==> src/rtl/core/ppm_pkg.sv <==
// Shared types, byte codes and helper functions for the P6 stream parser.
// Used by every module of the parser; depends on nothing else.
package ppm_pkg;

    // Header number limits
    localparam int unsigned MAX_DIGITS = 4;
    localparam int unsigned DCNT_W     = $clog2(MAX_DIGITS + 1);
    localparam int unsigned DIM_W      = 14;
    localparam int unsigned PIXCNT_W   = 29;
    localparam int unsigned STATUS_W   = 3;
    localparam int unsigned OUT_DATA_W = 40;
    localparam int unsigned OUT_USER_W = 2;

    // Byte codes met in the header
    localparam logic [7:0] CH_P     = 8'h50;
    localparam logic [7:0] CH_SIX   = 8'h36;
    localparam logic [7:0] CH_HASH  = 8'h23;
    localparam logic [7:0] CH_ZERO  = 8'h30;
    localparam logic [7:0] CH_NINE  = 8'h39;
    localparam logic [7:0] CH_SPACE = 8'h20;
    localparam logic [7:0] CH_TAB   = 8'h09;
    localparam logic [7:0] CH_CR    = 8'h0D;
    localparam logic [7:0] CH_LF    = 8'h0A;

    localparam logic [DIM_W-1:0] MAXVAL_OK = DIM_W'(255);

    // Report status codes
    localparam logic [STATUS_W-1:0] ST_OK        = 3'd0;
    localparam logic [STATUS_W-1:0] ST_VERSION   = 3'd1;
    localparam logic [STATUS_W-1:0] ST_WIDTH     = 3'd2;
    localparam logic [STATUS_W-1:0] ST_MAXVAL_NE = 3'd5;
    localparam logic [STATUS_W-1:0] ST_SIZE      = 3'd6;
    localparam logic [STATUS_W-1:0] ST_TRUNC     = 3'd7;

    // Header field being read
    localparam logic [1:0] FLD_WIDTH  = 2'd0;
    localparam logic [1:0] FLD_HEIGHT = 2'd1;
    localparam logic [1:0] FLD_MAXVAL = 2'd2;

    // Parse phase, one-hot
    typedef enum logic [6:0] {
        PH_P     = 7'b000_0001,
        PH_SIX   = 7'b000_0010,
        PH_CMT0  = 7'b000_0100,
        PH_FIELD = 7'b000_1000,
        PH_CMT1  = 7'b001_0000,
        PH_PIX   = 7'b010_0000,
        PH_ERR   = 7'b100_0000
    } t_phase;

    // One input word as held in the input register
    typedef struct packed {
        logic [7:0] file_byte;
        logic       end_of_file;
    } t_in_word;

    // One result word
    typedef struct packed {
        logic                pixel_valid;
        logic [7:0]          pixel_byte;
        logic                report_valid;
        logic [STATUS_W-1:0] status;
        logic [DIM_W-1:0]    image_width;
        logic [DIM_W-1:0]    image_height;
    } t_result;

    function automatic logic is_space(input logic [7:0] b);
        return (b == CH_SPACE) || (b == CH_TAB) || (b == CH_CR) || (b == CH_LF);
    endfunction

    function automatic logic is_eol(input logic [7:0] b);
        return (b == CH_CR) || (b == CH_LF);
    endfunction

    // Error status for a bad token in the current field (width, height, maxval)
    function automatic logic [STATUS_W-1:0] field_status(input logic [1:0] fld);
        logic [1:0] f;
        f = (fld > FLD_MAXVAL) ? FLD_MAXVAL : fld;
        return ST_WIDTH + {1'b0, f};
    endfunction

endpackage

==> src/rtl/core/ppm_in_stage.sv <==
// Input register of the P6 parser: holds one accepted byte until the parser takes it.
// Depends on ppm_pkg.
module ppm_in_stage (
    input  logic              i_clk,
    input  logic              i_rst_n,
    input  logic              i_valid,
    output logic              o_ready,
    input  ppm_pkg::t_in_word i_word,
    input  logic              i_step,
    output logic              o_valid,
    output ppm_pkg::t_in_word o_word
);
    import ppm_pkg::*;

    logic     r_valid;
    t_in_word r_word;

    // A new word may enter when the register is empty or is being consumed.
    assign o_ready = !r_valid || i_step;
    assign o_valid = r_valid;
    assign o_word  = r_word;

    // Occupancy flag
    always_ff @(posedge i_clk) begin
        if (!i_rst_n) begin
            r_valid <= 1'b0;
        end else if (i_valid && o_ready) begin
            r_valid <= 1'b1;
        end else if (i_step) begin
            r_valid <= 1'b0;
        end
    end

    // Payload
    always_ff @(posedge i_clk) begin
        if (i_valid && o_ready) begin
            r_word <= i_word;
        end
    end

endmodule

==> src/rtl/core/ppm_hdr_parser.sv <==
// Header parser state and per-word update of the P6 parser.
// Produces the result word for each stepped byte; depends on ppm_pkg.
module ppm_hdr_parser (
    input  logic              i_clk,
    input  logic              i_rst_n,
    input  logic              i_step,
    input  ppm_pkg::t_in_word i_word,
    output logic              o_res_valid,
    output ppm_pkg::t_result  o_res
);
    import ppm_pkg::*;

    t_phase              r_phase,  n_phase;
    logic [1:0]          r_field,  n_field;
    logic [DCNT_W-1:0]   r_dcnt,   n_dcnt;
    logic [DIM_W-1:0]    r_number, n_number;
    logic [DIM_W-1:0]    r_width,  n_width;
    logic [DIM_W-1:0]    r_height, n_height;
    logic [PIXCNT_W-1:0] r_remain, n_remain;
    logic [STATUS_W-1:0] r_error,  n_error;

    logic [7:0]          b;
    logic                digit_byte;
    logic [3:0]          digit_val;
    logic [DIM_W+3:0]    num_x10;
    logic [2*DIM_W-1:0]  area;
    logic [2*DIM_W+1:0]  area_x3;
    logic [STATUS_W-1:0] rep_status;

    assign b          = i_word.file_byte;
    assign digit_byte = (b >= CH_ZERO) && (b <= CH_NINE);

    // For an ASCII digit the low nibble is its value.
    assign digit_val = b[3:0];

    // Decimal accumulate by shift and add: 8x + 2x
    assign num_x10 = {1'b0, r_number, 3'b0} + {3'b0, r_number, 1'b0};

    // Pixel byte count: width * height * 3
    assign area    = r_width * r_height;
    assign area_x3 = {2'b0, area} + {1'b0, area, 1'b0};

    // Next-state and result logic for one byte
    always_comb begin
        n_phase    = r_phase;
        n_field    = r_field;
        n_dcnt     = r_dcnt;
        n_number   = r_number;
        n_width    = r_width;
        n_height   = r_height;
        n_remain   = r_remain;
        n_error    = r_error;
        rep_status = ST_OK;
        o_res      = '0;

        unique case (r_phase)
            PH_P: begin
                if (b == CH_HASH) begin
                    n_phase = PH_CMT0;
                end else if (is_space(b)) begin
                    n_phase = PH_P;
                end else if (b == CH_P) begin
                    n_phase = PH_SIX;
                end else begin
                    n_phase = PH_ERR;
                    n_error = ST_VERSION;
                end
            end
            PH_SIX: begin
                if (b == CH_SIX) begin
                    n_phase  = PH_FIELD;
                    n_field  = FLD_WIDTH;
                    n_dcnt   = '0;
                    n_number = '0;
                end else begin
                    n_phase = PH_ERR;
                    n_error = ST_VERSION;
                end
            end
            PH_CMT0: begin
                if (is_eol(b)) begin
                    n_phase = PH_P;
                end
            end
            PH_CMT1: begin
                if (is_eol(b)) begin
                    n_phase = PH_FIELD;
                end
            end
            PH_FIELD: begin
                if (digit_byte) begin
                    if (r_dcnt >= DCNT_W'(MAX_DIGITS)) begin
                        n_phase = PH_ERR;
                        n_error = field_status(r_field);
                    end else begin
                        n_number = num_x10[DIM_W-1:0] + {{(DIM_W-4){1'b0}}, digit_val};
                        n_dcnt   = r_dcnt + DCNT_W'(1);
                    end
                end else if (is_space(b)) begin
                    // Whitespace ends a number that has digits
                    if (r_dcnt != '0) begin
                        n_number = '0;
                        n_dcnt   = '0;
                        priority if (r_field == FLD_WIDTH) begin
                            n_width = r_number;
                            n_field = FLD_HEIGHT;
                        end else if (r_field == FLD_HEIGHT) begin
                            n_height = r_number;
                            n_field  = FLD_MAXVAL;
                        end else if (r_number != MAXVAL_OK) begin
                            n_phase = PH_ERR;
                            n_error = ST_MAXVAL_NE;
                        end else begin
                            n_remain = area_x3[PIXCNT_W-1:0];
                            n_phase  = PH_PIX;
                        end
                    end
                end else if ((b == CH_HASH) && (r_dcnt == '0)) begin
                    n_phase = PH_CMT1;
                end else begin
                    n_phase = PH_ERR;
                    n_error = field_status(r_field);
                end
            end
            PH_PIX: begin
                if (r_remain != '0) begin
                    o_res.pixel_valid = 1'b1;
                    o_res.pixel_byte  = b;
                    n_remain          = r_remain - PIXCNT_W'(1);
                end else begin
                    n_phase = PH_ERR;
                    n_error = ST_SIZE;
                end
            end
            PH_ERR: begin
                n_phase = PH_ERR;
            end
            default: begin
                n_phase = PH_ERR;
                n_error = ST_TRUNC;
            end
        endcase

        // Final byte: report from the updated state, then start over
        if (i_word.end_of_file) begin
            priority if (n_phase == PH_ERR) begin
                rep_status = n_error;
            end else if (n_phase == PH_PIX) begin
                rep_status = (n_remain == '0) ? ST_OK : ST_SIZE;
            end else if ((n_phase == PH_FIELD) && (n_dcnt != '0)) begin
                rep_status = field_status(n_field);
            end else begin
                rep_status = ST_TRUNC;
            end
            o_res.report_valid = 1'b1;
            o_res.status       = rep_status;
            o_res.image_width  = n_width;
            o_res.image_height = n_height;

            n_phase  = PH_P;
            n_field  = FLD_WIDTH;
            n_dcnt   = '0;
            n_number = '0;
            n_width  = '0;
            n_height = '0;
            n_remain = '0;
            n_error  = ST_OK;
        end
    end

    assign o_res_valid = o_res.pixel_valid || o_res.report_valid;

    // Parser state registers, updated only when a byte is stepped
    always_ff @(posedge i_clk) begin
        if (!i_rst_n) begin
            r_phase  <= PH_P;
            r_field  <= FLD_WIDTH;
            r_dcnt   <= '0;
            r_number <= '0;
            r_width  <= '0;
            r_height <= '0;
            r_remain <= '0;
            r_error  <= ST_OK;
        end else if (i_step) begin
            r_phase  <= n_phase;
            r_field  <= n_field;
            r_dcnt   <= n_dcnt;
            r_number <= n_number;
            r_width  <= n_width;
            r_height <= n_height;
            r_remain <= n_remain;
            r_error  <= n_error;
        end
    end

endmodule

==> src/rtl/core/ppm_out_reg.sv <==
// Output register of the P6 parser: holds one result word until the sink takes it.
// Depends on ppm_pkg.
module ppm_out_reg (
    input  logic             i_clk,
    input  logic             i_rst_n,
    input  logic             i_load,
    input  ppm_pkg::t_result i_res,
    input  logic             i_ready,
    output logic             o_valid,
    output ppm_pkg::t_result o_res
);
    import ppm_pkg::*;

    logic    r_valid;
    t_result r_res;

    assign o_valid = r_valid;
    assign o_res   = r_res;

    // Occupancy flag: a load wins over a take in the same cycle
    always_ff @(posedge i_clk) begin
        if (!i_rst_n) begin
            r_valid <= 1'b0;
        end else if (i_load) begin
            r_valid <= 1'b1;
        end else if (i_ready) begin
            r_valid <= 1'b0;
        end
    end

    // Payload
    always_ff @(posedge i_clk) begin
        if (i_load) begin
            r_res <= i_res;
        end
    end

endmodule

==> src/rtl/core/ppm_p6_stream_parser_core.sv <==
// Top level of the P6 stream parser: input register, header parser, output register.
// Depends on ppm_pkg, ppm_in_stage, ppm_hdr_parser and ppm_out_reg.
//
//  Channel   Dir  tdata (low bit up)                          tuser / tlast
//  s_axis    in   file_byte[7:0]                              tlast = end_of_file
//  m_axis    out  pixel_byte, status, image_width,            tuser = pixel_valid,
//                 image_height, zero fill to 40 bits                  report_valid
//
// One word is accepted per cycle unless m_axis stalls; a result passes both registers.
// A word that gives no result (header bytes) only updates the parser state.
// The parser steps whenever the output register is empty or being emptied, so a
// stall on m_axis holds one word in each register and then lowers s_axis tready.
// Reset is synchronous and active low; it returns the parser to the start of a file.
module ppm_p6_stream_parser_core (
    input  logic                           i_clk,
    input  logic                           i_rst_n,
    input  logic                           i_s_axis_tvalid,
    output logic                           o_s_axis_tready,
    input  logic [7:0]                     i_s_axis_tdata,  // file_byte[7:0]
    input  logic                           i_s_axis_tlast,
    output logic                           o_m_axis_tvalid,
    input  logic                           i_m_axis_tready,
    // pixel_byte[7:0], status[10:8], image_width[24:11], image_height[38:25]
    output logic [ppm_pkg::OUT_DATA_W-1:0] o_m_axis_tdata,
    // pixel_valid[0], report_valid[1]
    output logic [ppm_pkg::OUT_USER_W-1:0] o_m_axis_tuser
);
    import ppm_pkg::*;

    t_in_word in_word, held_word;
    logic     held_valid;
    logic     step;
    logic     res_valid;
    t_result  res, out_res;

    assign in_word.file_byte   = i_s_axis_tdata;
    assign in_word.end_of_file = i_s_axis_tlast;

    // The held byte moves on when the output register can take a result
    assign step = held_valid && (!o_m_axis_tvalid || i_m_axis_tready);

    ppm_in_stage u_in (
        .i_clk   (i_clk),
        .i_rst_n (i_rst_n),
        .i_valid (i_s_axis_tvalid),
        .o_ready (o_s_axis_tready),
        .i_word  (in_word),
        .i_step  (step),
        .o_valid (held_valid),
        .o_word  (held_word)
    );

    ppm_hdr_parser u_parser (
        .i_clk       (i_clk),
        .i_rst_n     (i_rst_n),
        .i_step      (step),
        .i_word      (held_word),
        .o_res_valid (res_valid),
        .o_res       (res)
    );

    ppm_out_reg u_out (
        .i_clk   (i_clk),
        .i_rst_n (i_rst_n),
        .i_load  (step && res_valid),
        .i_res   (res),
        .i_ready (i_m_axis_tready),
        .o_valid (o_m_axis_tvalid),
        .o_res   (out_res)
    );

    // Pack the result word onto the stream
    assign o_m_axis_tdata = {1'b0, out_res.image_height, out_res.image_width,
                             out_res.status, out_res.pixel_byte};
    assign o_m_axis_tuser = {out_res.report_valid, out_res.pixel_valid};

    // A word on the output always carries a pixel or a report
    a_out_has_kind: assert property (@(posedge i_clk) disable iff (!i_rst_n)
        o_m_axis_tvalid |-> (out_res.pixel_valid || out_res.report_valid))
        else $error("output word carries neither pixel nor report");

    // Report fields are zero on a pixel-only word
    a_no_report_zero: assert property (@(posedge i_clk) disable iff (!i_rst_n)
        (o_m_axis_tvalid && !out_res.report_valid) |->
        (out_res.status == ST_OK && out_res.image_width == '0 && out_res.image_height == '0))
        else $error("report fields set on a word without a report");

    // A byte that is not a pixel shows as zero
    a_no_pixel_zero: assert property (@(posedge i_clk) disable iff (!i_rst_n)
        (o_m_axis_tvalid && !out_res.pixel_valid) |-> (out_res.pixel_byte == '0))
        else $error("pixel byte set on a word without a pixel");

    // The parser never steps a byte while the output register is stalled
    a_no_overrun: assert property (@(posedge i_clk) disable iff (!i_rst_n)
        (o_m_axis_tvalid && !i_m_axis_tready) |=> $stable(out_res))
        else $error("output register overwritten during a stall");

endmodule

==> config.mk <==
export PLATFORM = sky130hd
export DESIGN_NAME = ppm_p6_stream_parser_core
export DESIGN_NICKNAME = d
export VERILOG_FILES = /design/src/rtl/core/ppm_pkg.sv /design/src/rtl/core/ppm_in_stage.sv /design/src/rtl/core/ppm_hdr_parser.sv /design/src/rtl/core/ppm_out_reg.sv /design/src/rtl/core/ppm_p6_stream_parser_core.sv
export SDC_FILE = /design/constraint.sdc
export NUM_CORES = 1
export LEC_CHECK = 0
export BUFFER_PORTS_ARGS = -buffer_cell sky130_fd_sc_hd__buf_4
export CORE_UTILIZATION = 60
export CTS_CLUSTER_SIZE = 10
export DETAILED_ROUTE_END_ITERATION = 16
export MAX_ROUTING_LAYER = met4
export PLACE_DENSITY = 0.88
export SLEW_MARGIN = 30
export SYNTH_ARGS = -nofsm -noshare
export SYNTH_HDL_FRONTEND = slang
export SYNTH_SLANG_ARGS = --single-unit
==> constraint.sdc <==
create_clock -name i_clk -period 13.09 [get_ports i_clk]
set_input_delay 2.618 -clock i_clk [delete_from_list [all_inputs] [get_ports i_clk]]
set_output_delay 2.618 -clock i_clk [all_outputs]
set_load 0.005 [all_outputs]
==> flow_summary.ini <==
[status]
outcome = finished, final reports clean

[global_route]
grt_pass1_wl_um = 67400
antenna_found_initial = 0
grt_pass1_vias = 13500
grt_max_degree = 92
overflow = 0
grt_use_total_pct = 32.8

[critical_path]
slowest_stage = dfxtp_1
crit_path_frequent_cell = fa_1
worst-setup-path-type = reg -> reg
end_kind = flip-flop
cpPeakStageDelay_ns = 0.71
path_max_fanout = 16
required_ns = 13.25
worstSetupStartpointType = flip-flop
cp.arrival_ns = 9.33

[sta]
worstMarginPinSlew_ns = 0.979
max_slew_margin_pct = 34.6
max_freq_mhz = 109
rsz0062_at_grt = no
hold_viol = 0
slew_viol_final = 0
fin_crit_ns = 9.17
finalSetupTns_ns = 0
finalSetupViolCount = 0
period_share_pct = 70.0
fin_skew_ns = 0.0189

[synth]
syn_area_um2 = 15500
yosysSeqAreaShare_pct = 21.0
synth_ff_type = dfxtp_1
synth_async_sr_flop_share_pct = 0
yosys_warnings = 0
syn_area_per_cell_um2 = 8.62
synth_cell_types = 75
synth_fp_nets = 2108
synth_edf_count = 50
synthCells = 1802
ys_seq_elements = 138

[cells_and_area]
fillerInstances = 1951
drive_gt1_share_pct = 6.71
final_common_cell = nand2_1
final-instance-count-excl-fill = 2149
area_growth_syn_to_layout_pct = 7.86
post-route-util_pct = 66.2
nets = 2111
final_cell_mix = 243 x nand2_1, 161 x inv_1, 149 x ha_1

[place]
hpwl_um = 30700
io_buffer_count = 55
dp_cells = 2116
place_congestion = 0.980

[cts]
cts_root_buffer = clkbuf_16
clock_path_buffers = 2
clock_sinks = 138
postCtsHoldBufs = 0
cts_max_level = 4
post_cts_resized = 0
cts_buffers = 17
clock_latency_ns = 0.44
post_cts.repair.setup_buffers = 0
clkSlewWorstSetupHoldPaths_ns = 0.07
cts_tree = done

[power_and_ir_drop]
pwr-share-seq_pct = 45.8
clockPowerShare_pct = 49.9
vdd_drop_max_mv = 0.0629
p_per_area_nw_per_um2 = 58.7
p_leak_uw = 0.00696
comb_power_share_pct = 4.2
p_switching_uw = 253
swShare_pct = 25.7
p_int_uw = 732

[floorplan]
fp.dieH_um = 163
die_x_um = 163
initial_core_util_pct = 61.4
die-area_um2 = 26500
io_pins = 57
core_area_um2 = 25300
rows = 58

[run]
drv_cap = 0

[route]
wl_per_cell_um = 19.2
ant_nets = 0
drtIter0Drc = 1742
vias_per_cell = 6.38
dr.pass1.iters = 6
vias = 13700
postRouteWirelength_um = 41200
drc = 0

[worst_hold_path]
hp-class = reg -> reg
[final timing paths]
kind         depth (start not counted)            startpoint                   end  slack (ns)
max                                 29   u_parser.r_width[8]       u_out.o_res[29]        3.92
min                                  2  u_parser.r_remain[9]  u_parser.r_remain[9]        0.50
max reg2reg                         29   u_parser.r_width[8]       u_out.o_res[29]        3.92
min reg2reg                          2  u_parser.r_remain[9]  u_parser.r_remain[9]        0.50
[power groups by stage]
stage | combinational (µW) | clock, µW | sequential (µW)
2_1_floorplan | 26.7 | 0 | 459
3_3_place_gp | 38.4 | 0 | 460
3_5_place_dp | 40.6 | 0 | 460
4_1_cts | 40.8 | 493 | 451
5_1_grt | 44.9 | 506 | 451
6_report | 41.8 | 492 | 451
[synthesized netlist by cell type (4+ instances only)]
cell | n | share of area [%]
or4_1 | 4 | 0.19
nand2b_1 | 18 | 0.72
o31ai_1 | 8 | 0.39
or2_2 | 5 | 0.20
nor2_1 | 73 | 1.8
a21o_1 | 21 | 1.0
a21boi_0 | 41 | 2.0
o21bai_1 | 5 | 0.24
o21ai_0 | 75 | 2.4
inv_1 | 161 | 3.9
xnor2_1 | 38 | 2.1
nor2b_1 | 74 | 3.0
and2_1 | 109 | 4.4
edfxtp_1 | 50 | 9.7
or3_1 | 13 | 0.52
a31oi_1 | 15 | 0.60
o21a_1 | 14 | 0.68
clkbuf_1 | 75 | 1.8
nand3b_1 | 4 | 0.19
nor3_1 | 34 | 1.1
nor4_1 | 21 | 0.85
nor3b_1 | 7 | 0.34
a22oi_1 | 57 | 2.8
nand2_1 | 243 | 5.9
o22ai_1 | 4 | 0.16
o211ai_1 | 10 | 0.48
fa_1 | 144 | 19
nand4b_1 | 5 | 0.28
o211a_1 | 6 | 0.39
ha_1 | 149 | 12
nand4_1 | 19 | 0.76
a211oi_1 | 11 | 0.53
a21oi_1 | 74 | 2.4
dfxtp_1 | 88 | 11
xor2_1 | 19 | 1.1
and3_1 | 17 | 0.68
nand3_1 | 28 | 0.90
[state kept, by name, summed over array words and instances (netlist names)]
name               count
u_parser.r_phase       7
u_parser.r_width      14
u_parser.r_number     14
u_out.o_res           41
u_out.o_valid          1
u_parser.r_remain     29
u_parser.r_height     14
u_parser.r_field       2
u_in.o_valid           1
u_parser.r_dcnt        3
u_in.o_word            9
u_parser.r_error       3
[kinds of logic (layout without fill, tap and decap cells)]
family / Yosys count / after routing / share of synthesized area, %
adders and majority gates: 293 / 293 / 30.5
and+or+nand+nor: 686 / 686 / 22.6
DFF: 138 / 138 / 21.0
buffers and inverters: 241 / 257 / 5.88
AOI/OAI and AO/OA: 380 / 380 / 16.4
muxes: 6 / 6 / 0.411
other: 1 / 2 / 0.0241
xor gates and xnor gates: 57 / 57 / 3.21
[metrics by stage]
step,hold WS [ns],power (µW),setup WS (ns),cell area [µm²]
after floorplan,0.446,486,5.09,15500
after global placement,0.456,498,4.41,16100
after detailed placement,0.477,501,4.12,16200
after CTS,0.503,984,4.01,16700
after global routing,0.536,1000,3.54,16800
final,0.503,984,3.92,16800
[metal layers]
layer	track usage, %	up-vias	wire, µm
met5	-	-	0
met4	12.4	0	1370
met2	52.0	762	19600
met3	5.70	136	3600
li1	-	6228	-
met1	41.7	6594	16700
[cell type report]
class	instances	area [µm²]	share of cell area [%]
timing repair buffer	64	500	2.99
antenna	1	2.50	0.0149
clock buffer	17	425	2.54
clock inverter	15	153	0.911
tap	330	413	2.46
multi-input combinational	1423	11400	68.0
inverter	161	604	3.61
sequential	138	3260	19.5
[critical path: cells and delay by family (launching register included)]
| kind | cells | cell delay [ns] |
|---|---|---|
| adders and majority gates | 8 | 3.70 |
| AOI/OAI and AO/OA | 12 | 2.75 |
| DFF | 1 | 0.71 |
| buffers and inverters | 1 | 0.05 |
| and+or+nand+nor | 6 | 1.34 |
| xor gates and xnor gates | 2 | 0.33 |
Power figures use the tool's default switching activity.
